==> src/sv/qsdc_pkg.sv <==
// qsdc_pkg: shared widths, constants, the window flag struct and quality helpers
// used by the window comparator, the step controller and the top level
// no dependencies
package qsdc_pkg;

    localparam int unsigned TIME_W   = 64;
    localparam int unsigned QUAL_W   = 7;
    localparam int unsigned STEP_W   = 2;
    localparam int unsigned COUNT_W  = 3;
    localparam int unsigned CFG_IDX_W  = 1;
    localparam int unsigned CFG_DATA_W = 7;
    localparam int unsigned S_DATA_W = 192;
    localparam int unsigned M_DATA_W = 16;

    localparam logic [QUAL_W-1:0]  QUAL_MAX    = 7'd100;
    localparam logic [QUAL_W-1:0]  QUAL_MIN    = 7'd1;
    localparam logic [QUAL_W-1:0]  QUAL_RESET  = 7'd60;
    localparam logic [QUAL_W-1:0]  STEP_DROP_1 = 7'd5;
    localparam logic [QUAL_W-1:0]  STEP_DROP_2 = 7'd10;
    localparam logic [STEP_W-1:0]  STEP_FULL   = 2'd0;
    localparam logic [STEP_W-1:0]  STEP_MINUS5 = 2'd1;
    localparam logic [STEP_W-1:0]  STEP_LAST   = 2'd2;
    localparam logic [COUNT_W-1:0] CALM_TARGET = 3'd5;

    // configuration register indexes
    localparam logic [CFG_IDX_W-1:0] REG_BASE_QUALITY = 1'b0;
    localparam logic [CFG_IDX_W-1:0] REG_ADAPT_ENABLE = 1'b1;

    // classification of one measurement window
    typedef struct packed {
        logic skip;      // zero budget, leave state alone
        logic overload;
        logic calm;
    } qsdc_flags_t;

    function automatic logic [QUAL_W-1:0] step_quality(
        input logic [QUAL_W-1:0] base,
        input logic [STEP_W-1:0] step
    );
        logic [QUAL_W-1:0] q;
        begin
            if (step == STEP_FULL)
            begin
                q = base;
            end
            else if (step == STEP_MINUS5)
            begin
                q = (base > STEP_DROP_1) ? base - STEP_DROP_1 : QUAL_MIN;
            end
            else
            begin
                q = (base > STEP_DROP_2) ? base - STEP_DROP_2 : QUAL_MIN;
            end
            return q;
        end
    endfunction

    function automatic logic [QUAL_W-1:0] effective_quality(
        input logic [QUAL_W-1:0] base,
        input logic              enable,
        input logic [STEP_W-1:0] step
    );
        begin
            return enable ? step_quality(base, step) : base;
        end
    endfunction

endpackage

==> src/sv/qsdc_window_cmp.sv <==
// qsdc_window_cmp: input register and two compare stages that classify a window
// as overload, calm or middle band against fractions of the budget
// depends on qsdc_pkg
module qsdc_window_cmp
    import qsdc_pkg::*;
(
    input  logic                clk,
    input  logic                rst_n,
    input  logic                in_valid,
    output logic                in_ready,
    input  logic                in_stale,
    input  logic [TIME_W-1:0]   in_encode,
    input  logic [TIME_W-1:0]   in_latency,
    input  logic [TIME_W-1:0]   in_budget,
    output logic                flags_valid,
    input  logic                flags_ready,
    output qsdc_flags_t         flags
);

    // stage 0: registered request
    logic              v0_reg;
    logic              stale0_reg;
    logic [TIME_W-1:0] enc0_reg;
    logic [TIME_W-1:0] lat0_reg;
    logic [TIME_W-1:0] bud0_reg;

    // stage 1: partial compares
    logic              v1_reg;
    logic              stale1_reg;
    logic              bzero1_reg;
    logic              enc_gt1_reg;
    logic              enc_calm1_reg;
    logic              lat_ov1_reg;
    logic              lat_calm1_reg;
    logic [TIME_W-1:0] diff1_reg;
    logic [TIME_W-1:0] bud1_reg;

    // stage 2: final flags
    logic              v2_reg;
    qsdc_flags_t       flags2_reg;

    logic rdy0, rdy1, rdy2;

    assign rdy2     = !v2_reg || flags_ready;
    assign rdy1     = !v1_reg || rdy2;
    assign rdy0     = !v0_reg || rdy1;
    assign in_ready = rdy0;

    // stage 1 logic
    logic [TIME_W:0]   diff_ext;
    logic [TIME_W-1:0] enc_lo;
    logic [TIME_W:0]   lat_lo_ext;
    logic              enc_calm_c;
    logic              lat_calm_c;
    logic              lat_ov_c;

    always_comb
    begin
        diff_ext   = {1'b0, bud0_reg} - {1'b0, enc0_reg};
        enc_lo     = bud0_reg - {2'b00, bud0_reg[TIME_W-1:2]};
        enc_calm_c = enc0_reg < enc_lo;
        lat_lo_ext = {1'b0, bud0_reg} + {2'b00, bud0_reg[TIME_W-1:1]};
        // saturated upper bound: only an all-ones latency fails to be below it
        if (lat_lo_ext[TIME_W])
        begin
            lat_calm_c = (lat0_reg != {TIME_W{1'b1}});
        end
        else
        begin
            lat_calm_c = ({1'b0, lat0_reg} < lat_lo_ext);
        end
        // twice the budget, wider word so saturation comes for free
        lat_ov_c = {1'b0, lat0_reg} > {bud0_reg, 1'b0};
    end

    // stage 2 logic: enc > b - floor(b/10) <=> enc > b or 10*(b-enc+1) <= b
    logic [TIME_W+3:0] ten_diff;
    logic              enc_ov_c;
    qsdc_flags_t       flags_c;

    always_comb
    begin
        ten_diff = {1'b0, diff1_reg, 3'b000} + {3'b000, diff1_reg, 1'b0}
                 + (TIME_W+4)'(10);
        enc_ov_c = enc_gt1_reg || (ten_diff <= {4'b0000, bud1_reg});
        flags_c.skip     = bzero1_reg;
        flags_c.overload = stale1_reg || enc_ov_c || lat_ov1_reg;
        flags_c.calm     = !stale1_reg && enc_calm1_reg && lat_calm1_reg;
    end

    always_ff @(posedge clk or negedge rst_n)
    begin
        if (!rst_n)
        begin
            v0_reg <= 1'b0;
            v1_reg <= 1'b0;
            v2_reg <= 1'b0;
        end
        else
        begin
            if (rdy0)
            begin
                v0_reg <= in_valid;
            end
            if (rdy1)
            begin
                v1_reg <= v0_reg;
            end
            if (rdy2)
            begin
                v2_reg <= v1_reg;
            end
        end
    end

    always_ff @(posedge clk)
    begin
        if (rdy0 && in_valid)
        begin
            stale0_reg <= in_stale;
            enc0_reg   <= in_encode;
            lat0_reg   <= in_latency;
            bud0_reg   <= in_budget;
        end
        if (rdy1 && v0_reg)
        begin
            stale1_reg    <= stale0_reg;
            bzero1_reg    <= (bud0_reg == '0);
            enc_gt1_reg   <= diff_ext[TIME_W];
            enc_calm1_reg <= enc_calm_c;
            lat_ov1_reg   <= lat_ov_c;
            lat_calm1_reg <= lat_calm_c;
            diff1_reg     <= diff_ext[TIME_W-1:0];
            bud1_reg      <= bud0_reg;
        end
        if (rdy2 && v1_reg)
        begin
            flags2_reg <= flags_c;
        end
    end

    assign flags_valid = v2_reg;
    assign flags       = flags2_reg;

endmodule

==> src/sv/qsdc_step_ctrl.sv <==
// qsdc_step_ctrl: configuration registers, step and calm count state, and the
// result register that feeds the output stream
// depends on qsdc_pkg
module qsdc_step_ctrl
    import qsdc_pkg::*;
(
    input  logic                  clk,
    input  logic                  rst_n,
    input  logic                  cfg_we,
    input  logic [CFG_IDX_W-1:0]  cfg_index,
    input  logic [CFG_DATA_W-1:0] cfg_data,
    input  logic                  flags_valid,
    output logic                  flags_ready,
    input  qsdc_flags_t           flags,
    output logic                  out_valid,
    input  logic                  out_ready,
    output logic [QUAL_W-1:0]     out_quality,
    output logic                  out_changed,
    output logic [STEP_W-1:0]     out_step
);

    logic [QUAL_W-1:0]  base_reg,  base_next;
    logic               en_reg,    en_next;
    logic [STEP_W-1:0]  step_reg,  step_next;
    logic [COUNT_W-1:0] cnt_reg,   cnt_next;
    logic               ov_reg;
    logic [QUAL_W-1:0]  q_reg;
    logic               chg_reg;
    logic [STEP_W-1:0]  lvl_reg;

    logic adv;
    assign flags_ready = !ov_reg || out_ready;
    assign adv         = flags_valid && flags_ready;

    // window update of step and count
    logic [STEP_W-1:0]  step_upd;
    logic [COUNT_W-1:0] cnt_upd;
    logic [QUAL_W-1:0]  q_before;
    logic [QUAL_W-1:0]  q_after;

    always_comb
    begin
        step_upd = step_reg;
        cnt_upd  = cnt_reg;
        if (en_reg && !flags.skip)
        begin
            if (flags.overload)
            begin
                cnt_upd = '0;
                if (step_reg < STEP_LAST)
                begin
                    step_upd = step_reg + STEP_W'(1);
                end
            end
            else if (flags.calm)
            begin
                if (cnt_reg < CALM_TARGET)
                begin
                    cnt_upd = cnt_reg + COUNT_W'(1);
                    if ((cnt_upd >= CALM_TARGET) && (step_reg != STEP_FULL))
                    begin
                        step_upd = step_reg - STEP_W'(1);
                        cnt_upd  = '0;
                    end
                end
            end
            else
            begin
                cnt_upd = '0;
            end
        end
        q_before = effective_quality(base_reg, en_reg, step_reg);
        q_after  = effective_quality(base_reg, en_reg, step_upd);
    end

    // configuration write that changes a value takes priority over the window update
    logic [QUAL_W-1:0] cfg_base;
    logic              cfg_en;
    logic              cfg_hit;

    always_comb
    begin
        cfg_base = base_reg;
        cfg_en   = en_reg;
        cfg_hit  = 1'b0;
        if (cfg_we)
        begin
            unique case (cfg_index)
                REG_BASE_QUALITY:
                begin
                    if (cfg_data != '0)
                    begin
                        cfg_hit  = 1'b1;
                        cfg_base = (cfg_data > QUAL_MAX) ? QUAL_MAX : cfg_data;
                    end
                end
                REG_ADAPT_ENABLE:
                begin
                    cfg_hit = 1'b1;
                    cfg_en  = cfg_data[0];
                end
                default:
                begin
                    cfg_hit = 1'b0;
                end
            endcase
        end

        base_next = base_reg;
        en_next   = en_reg;
        step_next = step_reg;
        cnt_next  = cnt_reg;
        if (cfg_hit && ((cfg_base != base_reg) || (cfg_en != en_reg)))
        begin
            base_next = cfg_base;
            en_next   = cfg_en;
            step_next = '0;
            cnt_next  = '0;
        end
        else if (adv)
        begin
            step_next = step_upd;
            cnt_next  = cnt_upd;
        end
    end

    always_ff @(posedge clk or negedge rst_n)
    begin
        if (!rst_n)
        begin
            base_reg <= QUAL_RESET;
            en_reg   <= 1'b0;
            step_reg <= '0;
            cnt_reg  <= '0;
            ov_reg   <= 1'b0;
        end
        else
        begin
            base_reg <= base_next;
            en_reg   <= en_next;
            step_reg <= step_next;
            cnt_reg  <= cnt_next;
            if (flags_ready)
            begin
                ov_reg <= flags_valid;
            end
        end
    end

    always_ff @(posedge clk)
    begin
        if (adv)
        begin
            q_reg   <= q_after;
            chg_reg <= (q_after != q_before);
            lvl_reg <= step_upd;
        end
    end

    assign out_valid   = ov_reg;
    assign out_quality = q_reg;
    assign out_changed = chg_reg;
    assign out_step    = lvl_reg;

    // step never passes the lowest level
    a_step_range: assert property (@(posedge clk) disable iff (!rst_n)
        step_reg <= STEP_LAST)
        else $error("step beyond lowest level");

    // count never runs past the calm target
    a_cnt_range: assert property (@(posedge clk) disable iff (!rst_n)
        cnt_reg <= CALM_TARGET)
        else $error("calm count out of range");

    // a full calm count only stands at full quality
    a_cnt_full: assert property (@(posedge clk) disable iff (!rst_n)
        (cnt_reg == CALM_TARGET) |-> (step_reg == STEP_FULL))
        else $error("calm count full below full quality");

    // a zero-budget window leaves the state alone
    a_skip_hold: assert property (@(posedge clk) disable iff (!rst_n)
        (adv && flags.skip && !cfg_we) |=> ($stable(step_reg) && $stable(cnt_reg)))
        else $error("state moved on a skipped window");

    // a window moves the step by at most one level
    a_step_moves_one: assert property (@(posedge clk) disable iff (!rst_n)
        (adv && !cfg_we) |=>
        ((step_reg == $past(step_reg)) || (step_reg == $past(step_reg) + STEP_W'(1))
         || (step_reg == $past(step_reg) - STEP_W'(1))))
        else $error("step moved by more than one level");

endmodule

==> src/sv/quality_step_down_controller_top.sv <==
// quality_step_down_controller_top: stream wrapper that unpacks the window request,
// classifies it and updates the quality step
// depends on qsdc_pkg, qsdc_window_cmp, qsdc_step_ctrl
//
// channel   direction  handshake          payload
// --------  ---------  -----------------  ------------------------------------------
// s_*       in         s_tvalid/s_tready  tdata: encode, latency, budget; tuser: stale
// m_*       out        m_tvalid/m_tready  tdata: quality, step level; tuser: changed
// cfg_*     in         cfg_we             cfg_index selects register, cfg_data value
//
// one request per clock while the output is not stalled; each result passes through the
// input register, two compare stages and the result register after its request is taken
// the step and calm count live in one register each and are updated when a window's flags are taken,
// so back-to-back windows see each other's effect with no gap
// stalls: every stage holds while the stage after it is full and stalled, so a
// stalled output only blocks input once all four stages are full
// reset (asynchronous, active low): base quality 60, adaptation off, step 0, count 0
module quality_step_down_controller_top
    import qsdc_pkg::*;
(
    input  logic                  clk,
    input  logic                  rst_n,
    // configuration write port
    input  logic                  cfg_we,
    input  logic [CFG_IDX_W-1:0]  cfg_index,   // 0 base quality, 1 adapt enable
    input  logic [CFG_DATA_W-1:0] cfg_data,
    // window request stream
    input  logic                  s_tvalid,
    output logic                  s_tready,
    input  logic [S_DATA_W-1:0]   s_tdata,     // [63:0] encode_time_ns,
                                               // [127:64] latency_ns,
                                               // [191:128] budget_ns
    input  logic                  s_tuser,     // [0] stale flag
    // result stream
    output logic                  m_tvalid,
    input  logic                  m_tready,
    output logic [M_DATA_W-1:0]   m_tdata,     // [6:0] quality, [8:7] step_level,
                                               // [15:9] zero
    output logic                  m_tuser      // [0] changed
);

    logic        flags_valid;
    logic        flags_ready;
    qsdc_flags_t flags;

    logic [QUAL_W-1:0] quality;
    logic [STEP_W-1:0] step_level;

    // classify the window against fractions of the budget
    qsdc_window_cmp u_cmp (
        .clk         (clk),
        .rst_n       (rst_n),
        .in_valid    (s_tvalid),
        .in_ready    (s_tready),
        .in_stale    (s_tuser),
        .in_encode   (s_tdata[TIME_W-1:0]),
        .in_latency  (s_tdata[2*TIME_W-1:TIME_W]),
        .in_budget   (s_tdata[3*TIME_W-1:2*TIME_W]),
        .flags_valid (flags_valid),
        .flags_ready (flags_ready),
        .flags       (flags)
    );

    // step state, configuration and the result register
    qsdc_step_ctrl u_ctrl (
        .clk         (clk),
        .rst_n       (rst_n),
        .cfg_we      (cfg_we),
        .cfg_index   (cfg_index),
        .cfg_data    (cfg_data),
        .flags_valid (flags_valid),
        .flags_ready (flags_ready),
        .flags       (flags),
        .out_valid   (m_tvalid),
        .out_ready   (m_tready),
        .out_quality (quality),
        .out_changed (m_tuser),
        .out_step    (step_level)
    );

    // pack the result, upper bits held at zero
    assign m_tdata = {{(M_DATA_W-QUAL_W-STEP_W){1'b0}}, step_level, quality};

endmodule

==> config.mk <==
export PLATFORM = sky130hd
export DESIGN_NAME = quality_step_down_controller_top
export DESIGN_NICKNAME = d
export VERILOG_FILES = /design/src/sv/qsdc_pkg.sv /design/src/sv/qsdc_window_cmp.sv /design/src/sv/qsdc_step_ctrl.sv /design/src/sv/quality_step_down_controller_top.sv
export SDC_FILE = /design/constraint.sdc
export NUM_CORES = 1
export LEC_CHECK = 0
export ABC_AREA = 1
export BUFFER_PORTS_ARGS = -buffer_cell sky130_fd_sc_hd__buf_2
export CAP_MARGIN = 20
export CORE_ASPECT_RATIO = 0.8
export CORE_MARGIN = 1
export CORE_UTILIZATION = 55
export CTS_BUF_LIST = sky130_fd_sc_hd__clkbuf_8 sky130_fd_sc_hd__clkbuf_16
export DETAILED_ROUTE_END_ITERATION = 6
export HOLD_SLACK_MARGIN = 0.03
export PLACE_DENSITY = 0.73
export SYNTH_ARGS = -nofsm -noshare
export SYNTH_HDL_FRONTEND = slang
export SYNTH_SLANG_ARGS = --single-unit
export TNS_END_PERCENT = 5
==> constraint.sdc <==
create_clock -name clk -period 21.2 [get_ports clk]
set_clock_uncertainty 0.2 [all_clocks]
set_input_delay 2.12 -clock clk [delete_from_list [all_inputs] [get_ports clk]]
set_output_delay 2.12 -clock clk [all_outputs]
set_load 0.01 [all_outputs]
==> results.cfg <==
[status]
status = finished, violations left
violations = DRC

[logic_synthesis]
synth_top_flop_cell = edfxtp_1
synth_top_area_share_pct = 28.3
yosys_register_bits = 357
synthTopCellsByArea = edfxtp_1 (28%), ha_1 (21%), nand2_1 (8.2%)
yosysWarnings = 0
synth_top_cell_by_area = edfxtp_1
synthArstFlopShare_pct = 4.76
synth_most_common_cell = nand2_1
yosys-top-cells-count = nand2_1 (783), inv_1 (660), ha_1 (611)
synth_area_per_cell_um2 = 7.86
yosysUniqueCellTypes = 69
syn_inst = 4588
synthesis.area_um2 = 36100
yosysSeqAreaShare_pct = 29.5
synth_enable_flop_cells = 340

[setup_path]
worstPathMaxFanout = 3
start_kind = input pin
crit_arrival_ps = 3150
crit_path_end_kind = output port
slowest_delay_ps = 200
critPathSlowestCell = nor2_1
path_cells = buf_2 > nor2_1 > inv_1 > nor2_1 > inv_1 > nor2_1 > inv_1 > nor2_1 > inv_1 > buf_2
cp_top_family = buffers and inverters
critPathBufInv = 6
crit_type = input pin to output port
required_ps = 18880

[finish]
final_area_um2 = 39500
syn_to_final_growth_pct = 9.48
stdcell_count = 5730
fin_nets = 5667
drive_above_1_share_pct = 7.81
final_util_pct = 61.2

[clock_tree]
post-cts-setup-buffers = 0
tritoncts = done
cts_resized = 0
clk-insertion-delay-late_ps = 600
htreeDepth = 2
clk_pin_slew_ps = 60
cts-hold-fix-buffers = 0
clock-sinks = 357
cts_buffers = 40
root_buffer = clkbuf_16
clockBufferDepth = 3

[timing]
setup_tns_ps = 0
rsz0062_at_grt = false
slew_headroom_pct = 34.2
setup_viol = 0
slew_violations = 0
max_clock_freq_mhz = 183
tightest_slew_ps = 977
layout_min_cycle_time_ps = 5470
hold_viol = 0
period_share_pct = 25.8

[die]
die_h_um = 231
pin_count = 225
fp.dieW_um = 288
coreArea_um2 = 64500
dieArea_um2 = 66600
rows = 83
start_util_pct = 55.9

[global_routing]
grt_pass1_wl_mm = 176
grt_max_degree = 75
grt_overflow = 0
grt_usage_pct = 34.8
antenna_found_initial = 1
first_global_vias = 31800

[placed_design]
place_area_um2 = 38200
io_buffers = 217
dp_hpwl_mm = 101
placed_cells = 5655
place.gp.congestion = 1.01

[routing]
antenna_left = 0
wl_mm = 118
drt_first_iter_violations = 2798
drt-pass1-iter-count = 7
num_vias = 33400
drcViolationCount = 2
wire_per_inst_um = 20.6
via_per_inst = 5.83

[flow_run]
cap_violations = 0

[pwr]
power_density_nw_per_um2 = 88.6
p_leak_nw = 18.2
irDropWorstVdd_uv = 72.1

[min_path]
min_path_type = register to register
## worst reg2reg max path: cells and delay by family (launching register included)
kind / cells / cell delay, ps
buffers and inverters: 2 / 340
and+or+nand+nor: 19 / 1780
xor gates and xnor gates: 1 / 100
AOI/OAI and AO/OA: 4 / 1160
adders and majority gates: 2 / 730
DFF: 1 / 600
## placed cells by master (no fill, tap or decap), types with 5 or more instances in the layout
master | netlist | layout
clkinv_1 | 0 | 5
nor2_1 | 479 | 478
nand3_1 | 152 | 152
nand2_2 | 13 | 13
a21oi_2 | 21 | 21
xor2_1 | 145 | 145
nor4_1 | 38 | 38
a21boi_2 | 5 | 5
nor3_1 | 61 | 61
o21ai_2 | 15 | 15
buf_2 | 1 | 217
a21oi_1 | 472 | 472
clkinvlp_4 | 0 | 7
o21bai_1 | 25 | 25
o2111ai_1 | 8 | 8
a21o_1 | 45 | 45
nand3_2 | 8 | 8
ha_1 | 611 | 611
o21ai_0 | 275 | 275
clkbuf_16 | 0 | 41
a21boi_1 | 7 | 7
o21a_1 | 32 | 32
conb_1 | 1 | 7
a221oi_1 | 9 | 9
edfxtp_1 | 340 | 340
clkinv_2 | 0 | 5
inv_1 | 660 | 667
buf_4 | 7 | 5
xnor2_1 | 102 | 102
nand2_1 | 783 | 783
dfrtp_1 | 13 | 13
nand4_1 | 63 | 63
o211ai_1 | 16 | 16
a21boi_0 | 7 | 7
inv_2 | 8 | 8
a211oi_1 | 17 | 17
a31oi_1 | 72 | 72
o21ai_1 | 14 | 14
## final timing paths
kind / start / to / slack (ps) / depth (start not counted)
worst max-delay path: m_tready / s_tready / 15730 / 10
worst min-delay path: u_cmp.stale0_reg / u_cmp.stale1_reg / 230 / 0
worst max register to register: u_cmp.bud0_reg[3] / u_cmp.lat_calm1_reg / 16010 / 28
worst min register to register: u_cmp.stale0_reg / u_cmp.stale1_reg / 230 / 0
max in group asynchronous: rst_n / u_ctrl.base_reg[2] / 19210 / 1
min in group asynchronous: rst_n / u_ctrl.base_reg[6] / 1260 / 1
## cells by family (layout without fill, tap and decap cells)
logic type / Yosys count / count (layout) / share of synthesized area [%]
AOI/OAI and AO/OA: 1063 / 1063 / 16.9
buffers and inverters: 680 / 965 / 7.18
other: 1 / 8 / 0.0104
adders and majority gates: 614 / 614 / 21.4
and+or+nand+nor: 1625 / 1625 / 19.0
muxes: 1 / 1 / 0.0278
DFF: 357 / 357 / 29.5
xor gates and xnor gates: 247 / 247 / 6.00
## per-layer routing
layer	global-route usage, %	wire [um]	share of wire (%)
met5	0	0	0
met4	10.5	3650	3.1
met3	4.15	9270	7.9
met2	53.6	50200	43
met1	50.8	54600	46
## area by class of cell
type                       instances  area (um2)
fill                            6058       25000
sequential                       357       10600
multi-input combinational       3557       22900
tap                              850        1060
clock buffer                      41        1030
antenna                            1        2.50
inverter                         669        2520
timing repair buffer             222        1120
clock inverter                    33         245
## where the power goes
| group | internal [mW] | leakage [nW] | total [mW] | switching (mW) |
|---|---|---|---|---|
| Clock | 0.371 | 0.635 | 0.677 | 0.306 |
| Combinational | 0.666 | 14.0 | 1.86 | 1.19 |
| Sequential | 0.876 | 3.48 | 0.962 | 0.0861 |
## metrics by stage
step | total power [mW] | hold slack [ps] | worst slack, ps
2_1_floorplan | 2.26 | 200 | 9690
3_3_place_gp | 2.74 | 205 | 15710
3_5_place_dp | 2.78 | 207 | 15730
4_1_cts | 3.47 | 229 | 15730
5_1_grt | 3.76 | 232 | 15570
6_report | 3.50 | 227 | 15730
(Power assumes the default switching activity.)
